$ cat src/rtl/ndps_pkg.sv
// Shared types, constants and the sigmoid lookup table for the neuron block.
package ndps_pkg;

  // Fixed widths of the arithmetic.
  localparam int unsigned AccWidth  = 40;
  localparam int unsigned FracBits  = 12;
  localparam int unsigned OutWidth  = 16;
  localparam int unsigned SigWidth  = 13;
  localparam int unsigned SigDepth  = 256;

  // Request kinds carried on the input side-band.
  typedef enum logic {
    OP_WRITE_WEIGHT = 1'b0,
    OP_FEED         = 1'b1
  } opcode_e;

  // Activation selected by the configuration register.
  typedef enum logic {
    ACT_IDENTITY = 1'b0,
    ACT_SIGMOID  = 1'b1
  } act_mode_e;

  typedef logic [SigDepth-1:0][SigWidth-1:0] sig_table_t;

  // Builds the logistic table at elaboration. Entry j covers 1/16 of [-8, 8);
  // the upper half is stepped through powers of e^-(1/16) in Q0.30 and each
  // lower-half entry is 4096 minus its mirrored upper-half entry.
  function automatic sig_table_t build_sig_table();
    sig_table_t  tbl;
    logic [63:0] step;
    logic [63:0] e;
    logic [63:0] d;
    logic [63:0] s;
    logic [63:0] n;
    logic [63:0] r;
    step = (64'd1040706260 * 64'd1040706260 + (64'd1 << 29)) >> 30;
    e    = 64'd1040706260;
    for (int j = 0; j < 128; j++) begin
      d = (64'd1 << 30) + e;
      // Rounded quotient of 2^42 by d, by restoring long division.
      n = (64'd1 << 42) + (d >> 1);
      s = '0;
      r = '0;
      for (int b = 63; b >= 0; b--) begin
        r = {r[62:0], n[b]};
        if (r >= d) begin
          r    = r - d;
          s[b] = 1'b1;
        end
      end
      tbl[8'(128 + j)] = s[SigWidth-1:0];
      tbl[8'(127 - j)] = SigWidth'(64'd4096 - s);
      e = (e * step + (64'd1 << 29)) >> 30;
    end
    return tbl;
  endfunction

  localparam sig_table_t SigTable = build_sig_table();

endpackage

$ cat src/rtl/ndps_weight_mac.sv
// Weight store, input position counter, multiplier and 40-bit accumulator.
module ndps_weight_mac import ndps_pkg::*; #(
  parameter int unsigned MAX_INPUTS = 256,
  parameter int unsigned DATA_WIDTH = 16
) (
  input  logic                         clk_i,
  input  logic                         rst_ni,
  input  logic                         req_valid_i,
  output logic                         req_ready_o,
  input  opcode_e                      opcode_i,
  input  logic [7:0]                   weight_index_i,
  input  logic signed [DATA_WIDTH-1:0] data_value_i,
  input  logic                         last_i,
  output logic                         sum_valid_o,
  input  logic                         sum_ready_i,
  output logic signed [AccWidth-1:0]   sum_o
);

  localparam int unsigned PosW  = (MAX_INPUTS > 1) ? $clog2(MAX_INPUTS) : 1;
  localparam int unsigned IdxW  = (PosW > 8) ? PosW : 8;
  localparam int unsigned ProdW = 2 * DATA_WIDTH;
  localparam int unsigned ExtW  = (ProdW > AccWidth) ? ProdW : AccWidth;

  logic [DATA_WIDTH-1:0] weight_mem [MAX_INPUTS];

  logic [PosW-1:0] pos_q, pos_d;

  // Stage one: item plus the weight read from memory.
  logic                         v1_q;
  logic                         last1_q;
  logic signed [DATA_WIDTH-1:0] val1_q;
  logic signed [DATA_WIDTH-1:0] w1_q;

  // Stage two: registered product.
  logic                    v2_q;
  logic                    last2_q;
  logic signed [ProdW-1:0] prod2_q;

  // Stage three: running sum and the finished sum handed on.
  logic signed [AccWidth-1:0] acc_q;
  logic signed [AccWidth-1:0] sum_q;
  logic                       sum_valid_q;

  logic                       adv1, adv2, ready1, ready2;
  logic                       accept, feed_acc, write_acc, idx_ok;
  logic [IdxW-1:0]            widx;
  logic signed [ExtW-1:0]     prod_ext;
  logic signed [AccWidth-1:0] acc_sum;

  // Backpressure only reaches a stage when a finished sum is still held.
  always_comb begin
    adv2   = v2_q && (!last2_q || !sum_valid_q || sum_ready_i);
    ready2 = !v2_q || adv2;
    adv1   = v1_q && ready2;
    ready1 = !v1_q || ready2;
  end

  assign req_ready_o = ready1;
  assign accept      = req_valid_i && ready1;
  assign feed_acc    = accept && (opcode_i == OP_FEED);
  assign write_acc   = accept && (opcode_i == OP_WRITE_WEIGHT);
  assign widx        = IdxW'(weight_index_i);
  assign idx_ok      = 32'(weight_index_i) < 32'(MAX_INPUTS);

  // Position advances per feed item, wraps at the depth, clears on last.
  always_comb begin
    pos_d = pos_q;
    if (feed_acc) begin
      if (last_i || (pos_q == PosW'(MAX_INPUTS - 1))) begin
        pos_d = '0;
      end else begin
        pos_d = pos_q + PosW'(1);
      end
    end
  end

  // Weight store: one write port, one registered read port.
  always_ff @(posedge clk_i) begin
    if (write_acc && idx_ok) begin
      weight_mem[widx[PosW-1:0]] <= data_value_i;
    end
    if (feed_acc) begin
      w1_q <= weight_mem[pos_q];
    end
  end

  // Payload registers of the first two stages.
  always_ff @(posedge clk_i) begin
    if (feed_acc) begin
      val1_q  <= data_value_i;
      last1_q <= last_i;
    end
    if (adv1) begin
      prod2_q <= val1_q * w1_q;
      last2_q <= last1_q;
    end
  end

  // Product widened or wrapped to the accumulator width.
  assign prod_ext = ExtW'(prod2_q);
  assign acc_sum  = acc_q + prod_ext[AccWidth-1:0];

  always_ff @(posedge clk_i) begin
    if (adv2 && last2_q) begin
      sum_q <= acc_sum;
    end
  end

  // Control state and the accumulator.
  always_ff @(posedge clk_i or negedge rst_ni) begin
    if (!rst_ni) begin
      pos_q       <= '0;
      v1_q        <= 1'b0;
      v2_q        <= 1'b0;
      acc_q       <= '0;
      sum_valid_q <= 1'b0;
    end else begin
      pos_q <= pos_d;
      v1_q  <= feed_acc || (v1_q && !adv1);
      v2_q  <= adv1 || (v2_q && !adv2);
      if (adv2) begin
        acc_q <= last2_q ? '0 : acc_sum;
      end
      if (adv2 && last2_q) begin
        sum_valid_q <= 1'b1;
      end else if (sum_ready_i) begin
        sum_valid_q <= 1'b0;
      end
    end
  end

  assign sum_valid_o = sum_valid_q;
  assign sum_o       = sum_q;

endmodule

$ cat src/rtl/ndps_activation.sv
// Rounding and saturation of the sum, then identity or sigmoid table output.
module ndps_activation import ndps_pkg::*; #(
  parameter int unsigned DATA_WIDTH = 16
) (
  input  logic                       clk_i,
  input  logic                       rst_ni,
  input  act_mode_e                  mode_i,
  input  logic                       sum_valid_i,
  output logic                       sum_ready_o,
  input  logic signed [AccWidth-1:0] sum_i,
  output logic                       out_valid_o,
  input  logic                       out_ready_i,
  output logic [OutWidth-1:0]        activation_out_o,
  output logic                       saturated_o
);

  localparam int unsigned RndW = AccWidth + 1;
  localparam int unsigned QW   = RndW - FracBits;
  localparam int unsigned CmpW = ((QW > DATA_WIDTH) ? QW : DATA_WIDTH) + 1;
  localparam int unsigned XW   = (DATA_WIDTH > OutWidth) ? DATA_WIDTH : OutWidth;
  localparam longint      HiL  = (longint'(1) <<< (DATA_WIDTH - 1)) - 1;
  localparam logic signed [CmpW-1:0] SatHi = CmpW'(HiL);
  localparam logic signed [CmpW-1:0] SatLo = CmpW'(-HiL - 1);
  localparam logic signed [XW-1:0]   XMax  = XW'(32767);
  localparam logic signed [XW-1:0]   XMin  = XW'(-32768);

  logic                         v4_q;
  logic signed [DATA_WIDTH-1:0] qs_q;
  logic                         sat_q;
  logic                         ov_q;
  logic [OutWidth-1:0]          out_q;
  logic                         osat_q;

  logic                         ready4, ready5, adv4, load4;
  logic signed [RndW-1:0]       rnd;
  logic signed [CmpW-1:0]       q_ext;
  logic signed [DATA_WIDTH-1:0] qs_d;
  logic                         sat_d;
  logic signed [XW-1:0]         qw;
  logic signed [XW-1:0]         x16;
  logic [7:0]                   sig_idx;
  logic [OutWidth-1:0]          out_d;
  logic                         osat_d;

  assign ready5      = !ov_q || out_ready_i;
  assign adv4        = v4_q && ready5;
  assign ready4      = !v4_q || ready5;
  assign sum_ready_o = ready4;
  assign load4       = sum_valid_i && ready4;

  // Round half up to Q4.12, then clip to the data range.
  always_comb begin
    rnd   = RndW'(sum_i) + RndW'(2048);
    q_ext = CmpW'($signed(rnd[RndW-1:FracBits]));
    sat_d = 1'b0;
    if (q_ext > SatHi) begin
      qs_d  = SatHi[DATA_WIDTH-1:0];
      sat_d = 1'b1;
    end else if (q_ext < SatLo) begin
      qs_d  = SatLo[DATA_WIDTH-1:0];
      sat_d = 1'b1;
    end else begin
      qs_d = q_ext[DATA_WIDTH-1:0];
    end
  end

  // Identity passes the clipped value; sigmoid looks up one of 256 segments.
  always_comb begin
    qw = XW'(qs_q);
    if (qw > XMax) begin
      x16 = XMax;
    end else if (qw < XMin) begin
      x16 = XMin;
    end else begin
      x16 = qw;
    end
    sig_idx = {~x16[15], x16[14:8]};
    case (mode_i)
      ACT_IDENTITY: begin
        out_d  = qw[OutWidth-1:0];
        osat_d = sat_q;
      end
      default: begin
        out_d  = OutWidth'(SigTable[sig_idx]);
        osat_d = 1'b0;
      end
    endcase
  end

  // Payload registers.
  always_ff @(posedge clk_i) begin
    if (load4) begin
      qs_q  <= qs_d;
      sat_q <= sat_d;
    end
    if (adv4) begin
      out_q  <= out_d;
      osat_q <= osat_d;
    end
  end

  // Stage valid flags.
  always_ff @(posedge clk_i or negedge rst_ni) begin
    if (!rst_ni) begin
      v4_q <= 1'b0;
      ov_q <= 1'b0;
    end else begin
      v4_q <= load4 || (v4_q && !adv4);
      ov_q <= adv4 || (ov_q && !out_ready_i);
    end
  end

  assign out_valid_o      = ov_q;
  assign activation_out_o = out_q;
  assign saturated_o      = osat_q;

endmodule

$ cat src/rtl/neuron_dot_product_sigmoid.sv
// Top level of the single neuron: weighted sum of a vector, then activation.
//
//   Channel   Direction  Request contents
//   s_axis    in         tdata {data_value, weight_index}, tuser opcode, tlast last_value
//   m_axis    out        tdata activation_out, tuser saturated
//   cfg       in         cfg_wdata_i activation_mode, written when cfg_we_i is high
//
// One request is taken per cycle while s_axis_tready is high; a feed request marked
// last shows its result on m_axis after passing five registers: weight memory read,
// multiplier register, accumulator, rounding stage and table stage.
// Reset clears the pipeline, accumulator and position and selects sigmoid mode;
// the weight store is not cleared and holds whatever was last written.
// s_axis_tready drops only while a result waits in the output register and every
// stage before it is full.
module neuron_dot_product_sigmoid import ndps_pkg::*; #(
  parameter int unsigned MAX_INPUTS = 256,
  parameter int unsigned DATA_WIDTH = 16
) (
  input  logic                                  clk_i,
  input  logic                                  rst_ni,
  input  logic                                  cfg_we_i,
  input  logic                                  cfg_wdata_i,
  input  logic                                  s_axis_tvalid,
  output logic                                  s_axis_tready,
  // weight_index [7:0], data_value [8 +: DATA_WIDTH], zero padding above
  input  logic [((8 + DATA_WIDTH + 7) / 8) * 8 - 1:0] s_axis_tdata,
  // opcode [0]
  input  logic                                  s_axis_tuser,
  input  logic                                  s_axis_tlast,
  output logic                                  m_axis_tvalid,
  input  logic                                  m_axis_tready,
  // activation_out [15:0]
  output logic [OutWidth-1:0]                   m_axis_tdata,
  // saturated [0]
  output logic                                  m_axis_tuser
);

  act_mode_e                    mode_q;
  logic                         sum_valid, sum_ready;
  logic signed [AccWidth-1:0]   sum;
  logic signed [DATA_WIDTH-1:0] data_value;

  // Activation mode register.
  always_ff @(posedge clk_i or negedge rst_ni) begin
    if (!rst_ni) begin
      mode_q <= ACT_SIGMOID;
    end else if (cfg_we_i) begin
      mode_q <= act_mode_e'(cfg_wdata_i);
    end
  end

  assign data_value = s_axis_tdata[8 +: DATA_WIDTH];

  ndps_weight_mac #(
    .MAX_INPUTS (MAX_INPUTS),
    .DATA_WIDTH (DATA_WIDTH)
  ) u_mac (
    .clk_i          (clk_i),
    .rst_ni         (rst_ni),
    .req_valid_i    (s_axis_tvalid),
    .req_ready_o    (s_axis_tready),
    .opcode_i       (opcode_e'(s_axis_tuser)),
    .weight_index_i (s_axis_tdata[7:0]),
    .data_value_i   (data_value),
    .last_i         (s_axis_tlast),
    .sum_valid_o    (sum_valid),
    .sum_ready_i    (sum_ready),
    .sum_o          (sum)
  );

  ndps_activation #(
    .DATA_WIDTH (DATA_WIDTH)
  ) u_act (
    .clk_i            (clk_i),
    .rst_ni           (rst_ni),
    .mode_i           (mode_q),
    .sum_valid_i      (sum_valid),
    .sum_ready_o      (sum_ready),
    .sum_i            (sum),
    .out_valid_o      (m_axis_tvalid),
    .out_ready_i      (m_axis_tready),
    .activation_out_o (m_axis_tdata),
    .saturated_o      (m_axis_tuser)
  );

endmodule

$ cat config.mk
export PLATFORM = sky130hd
export DESIGN_NAME = neuron_dot_product_sigmoid
export DESIGN_NICKNAME = d
export VERILOG_FILES = /design/src/rtl/ndps_pkg.sv /design/src/rtl/ndps_weight_mac.sv /design/src/rtl/ndps_activation.sv /design/src/rtl/neuron_dot_product_sigmoid.sv
export SDC_FILE = /design/constraint.sdc
export NUM_CORES = 2
export LEC_CHECK = 0
export BUFFER_PORTS_ARGS = -buffer_cell sky130_fd_sc_hd__buf_2
export CORE_MARGIN = 2
export CORE_UTILIZATION = 50
export DETAILED_ROUTE_END_ITERATION = 10
export PLACE_DENSITY_LB_ADDON = 0.12
export REMOVE_ABC_BUFFERS = 1
export SYNTH_ARGS = -nofsm -noshare
export SYNTH_HDL_FRONTEND = slang
export SYNTH_SLANG_ARGS = --single-unit
$ cat constraint.sdc
create_clock -name clk_i -period 8.7 [get_ports clk_i]
set_input_delay 0.87 -clock clk_i [delete_from_list [all_inputs] [get_ports clk_i]]
set_output_delay 0.87 -clock clk_i [all_outputs]
set_load 0.005 [all_outputs]
==> reports/qor.txt <==
STATUS
-------------------------------------------------------------------------------------
Status                                                                   finished, final reports clean

CLOCKING
-------------------------------------------------------------------------------------
CTS Root Buffer Type                                                     sky130_fd_sc_hd__clkbuf_16
Buffers inserted by post-CTS timing repair                                          0
Clock-pin slew on the worst setup and hold paths                              0.06 ns
CTS tree                                                                        built
Worst-Skew Late Latency                                                       1.00 ns
Longest Clk Path Bufs                                                               4
Number of cells upsized or downsized after cts                                      0
Count of hold buffers inserted by post-cts repair                                   0
Maximum level of the CTS H-tree                                                     5
Num Clock Sinks                                                                  4279
Cts bufs inserted                                                                 434

ROUTE
-------------------------------------------------------------------------------------
Routed vias                                                                     84400
Via density                                                                      6.21
First DRT Iteration DRCs                                                        10000
WL per Instance                                                               32.3 um
Remaining antenna violation count after routing                                     0
DR DRC count                                                                        0
Length of the first detailed-routing pass in iterations                             5
DRT Wirelength                                                              439000 um

SETUP PATH
-------------------------------------------------------------------------------------
Crit. End Element                                                            register
Most frequent CP cell                                                    sky130_fd_sc_hd__fa_1
Required time of the worst setup path                                         9.42 ns
Slowest stage cell on the critical path                                  sky130_fd_sc_hd__edfxtp_1
Critical Path AT                                                              7.62 ns
Highest net fanout along the worst path                                            16
Critical path type                                                            reg2reg
Chain of cells forming the critical path                                 and2_1, fa_1, inv_1, fa_1, inv_1, fa_1, fa_1, fa_1, inv_1, fa_1, inv_1, ha_1, and3_1, nand3_1, a211oi_1, a31o_1, o211a_1, o311a_1, o21ai_0, or4b_1, o311ai_0
CP top delay family                                                       adder cells
Logic depth of the worst setup path including buffers                              21
CP bufs+invs                                                                        4
Category of the worst setup path launch point                                register
Largest incremental delay on the critical path                                0.67 ns
FF-to-FF path depth                                                                21

DIE
-------------------------------------------------------------------------------------
Starting utilization of the core area                                           0.501
Number of top-level design ports                                                   51
Number of placement rows                                                          218
Std-Cell Core Area                                                         352000 um2
Die area                                                                   357000 um2
Die Span Y                                                                     598 um
Die width                                                                      598 um

SYNTH
-------------------------------------------------------------------------------------
Cell area after synthesis                                                  176000 um2
Post-synth ARST share                                                          0.0126
Fraction of the yosys area taken by sequential cells                            0.727
Yosys reg bits                                                                   4279
Total of warnings raised by yosys                                                   0
Post-synthesis share of cell area spent on and, or, nand and nor gates         0.0229
Top FF cell, synth                                                       sky130_fd_sc_hd__edfxtp_1
Mean instance size in the synthesized netlist                                21.6 um2
Cells after Synth                                                                8153
Post-synthesis compound-gate area fraction                                     0.0146
Number of enable flip-flop cells after synthesis                                 4225
Share of the synthesized netlist area taken by xor and xnor gates             0.00442
Share of synthesized area spent on multiplexers                                 0.175
Post-Synth Adder-Cell Area                                                     0.0397
Main combinational cell family by area after synthesis                   multiplexers
Distinct cell type count of the synthesized netlist                                70

GLOBAL ROUTE
-------------------------------------------------------------------------------------
Overall fraction of global-route tracks in use                                  0.246
Antenna violations before repair                                                   33
GRT overflow                                                                        0
Number of global-route vias before repair                                       85300
Pin count of the biggest net entering global routing                              159
Global-route wire length before repair                                      629000 um

STA
-------------------------------------------------------------------------------------
Final-report max-slew violation count                                               0
Final worst path period share                                                   0.793
Minimum hold slack                                                           0.119 ns
Slew of the pin with the lowest slew margin                                   1.26 ns
Time the final worst path needs with I/O delays and setup                     6.90 ns
Hold Violations, Final                                                              0
Final count of negative-setup-slack endpoints                                       0
Unrepaired setup endpoints after global routing                                 false
Setup Skew                                                                  0.0894 ns
Setup tns final                                                                  0 ns
Remaining max-slew budget at the tightest pin                                   0.159
Peak clock frequency supported by timing                                      145 MHz

FINISH
-------------------------------------------------------------------------------------
Filler instances                                                                26000
Most used cells in the layout excluding fill and tap cells               4225 x sky130_fd_sc_hd__edfxtp_1, 1364 x sky130_fd_sc_hd__mux4_2, 439 x sky130_fd_sc_hd__clkbuf_16
Area of all sequential standard cells                                      128000 um2
Area growth from synthesis to layout                                            12.2%
Most frequent standard cell in the layout excluding fill and tap cells   sky130_fd_sc_hd__edfxtp_1
Number of nets in the finished design                                            9024
Multi-input combinational cell area                                         45400 um2
Proportion of layout cells with a drive suffix above 1                          0.274
Design area                                                                198000 um2

PWR
-------------------------------------------------------------------------------------
Pwr Density                                                                287 nW/um2
IR drop worst, VDD                                                           0.647 mV
Leakage component of the power                                                62.8 nW
Post-route total power                                                       0.0568 W

PLACE
-------------------------------------------------------------------------------------
Input/output buffers                                                               50
HPWL after DPL                                                              263000 um
Cell area after placement                                                  184000 um2
Final estimated routing congestion in global placement                          0.818

WORST HOLD PATH
-------------------------------------------------------------------------------------
Worst hold path class                                                        in2async

RUN
-------------------------------------------------------------------------------------
Max Cap Violations                                                                  0

[through the flow]
stage / std cells / utilization / worst slack, ns
2_1_floorplan: 7734 / - / -33.17
4_1_cts: 13600 / 0.562 / 1.80
3_5_place_dp: 12800 / 0.523 / 1.84
5_1_grt: 13600 / 0.562 / 1.44
6_report: 13600 / 0.562 / 1.80
3_3_place_gp: 12800 / 0.523 / 1.87
[routing by layer]
| metal | GRT usage | vias to the layer above | part of all wire |
|---|---|---|---|
| met4 | 0.0620 | 6 | 0.026 |
| li1 | - | 34500 | - |
| met2 | 0.393 | 3278 | 0.49 |
| met1 | 0.363 | 46100 | 0.42 |
| met5 | 0 | - | 0.000093 |
| met3 | 0.0336 | 639 | 0.068 |
[layout make-up]
type | count | share of cell area
tap | 4620 | 0.0292
timing repair buffer | 420 | 0.0174
clock buffer | 534 | 0.0574
multi-input combinational | 3144 | 0.230
sequential | 4279 | 0.648
inverter | 311 | 0.00590
antenna | 28 | 0.000354
clock inverter | 259 | 0.0121
[cell usage after synthesis, drive strengths merged (6+ instances only)]
cell | number | area [um2]
a2111oi | 7 | 61.3
a211oi | 14 | 105
a21o | 50 | 375
a21oi | 99 | 495
a22o | 23 | 201
a31oi | 16 | 100
and2 | 139 | 870
and3 | 18 | 113
buf | 141 | 671
clkbuf | 278 | 1040
dfrtp | 53 | 1330
edfxtp | 4225 | 127000
fa | 263 | 5270
ha | 139 | 1740
inv | 311 | 1170
mux2i | 6 | 60.1
mux4 | 1364 | 30700
nand2 | 227 | 852
nand2b | 19 | 119
nand3 | 36 | 180
nand4 | 15 | 93.8
nor2 | 354 | 1330
nor2b | 23 | 144
nor3 | 21 | 105
nor4 | 7 | 43.8
o2111ai | 7 | 61.3
o211ai | 10 | 75.1
o21a | 12 | 90.1
o21ai | 80 | 400
o21bai | 13 | 97.6
o22ai | 14 | 87.6
o31a | 6 | 52.6
or3 | 6 | 37.5
xnor2 | 56 | 490
xor2 | 33 | 289
[logic make-up after synthesis]
logic type,count (synthesis)
adders and majority gates,402
muxes,1375
DFF,4279
AOI/OAI and AO/OA,394
buffers and inverters,730
and+or+nand+nor,884
xor gates and xnor gates,89
[where the power goes]
group,switching [W],internal (W)
clock,0.00780,0.0104
sequential,0.000263,0.0235
combinational,0.00840,0.00652
[registers in the layout, indices dropped and copies added, names as in the netlist, 16 cells and up]
register                cells
u_mac.prod2_q              32
u_mac.w1_q                 16
u_mac.val1_q               16
u_mac.acc_q                40
u_act.activation_out_o     16
u_mac.weight_mem         4096
u_act.qs_q                 16
u_mac.sum_o                29
[worst paths after layout]
path / startpoint / end / slack [ns]
worst max register to register: u_mac.val1_q[5]$_DFFE_PP_ / u_mac.prod2_q[26]$_DFFE_PP_ / 1.80
worst max-delay path: u_mac.val1_q[5]$_DFFE_PP_ / u_mac.prod2_q[26]$_DFFE_PP_ / 1.80
worst min register to register: u_mac.acc_q[0]$_DFFE_PN0P_ / u_mac.acc_q[0]$_DFFE_PN0P_ / 0.49
min in group clk_i: cfg_wdata_i / mode_q$_DFFE_PN1P_ / 0.19
worst min-delay path: rst_ni / u_mac.acc_q[10]$_DFFE_PN0P_ / 0.12
max in group asynchronous: rst_ni / u_mac.pos_q[4]$_DFFE_PN0P_ / 7.95
No activity file was read; power rests on OpenSTA's default activity.
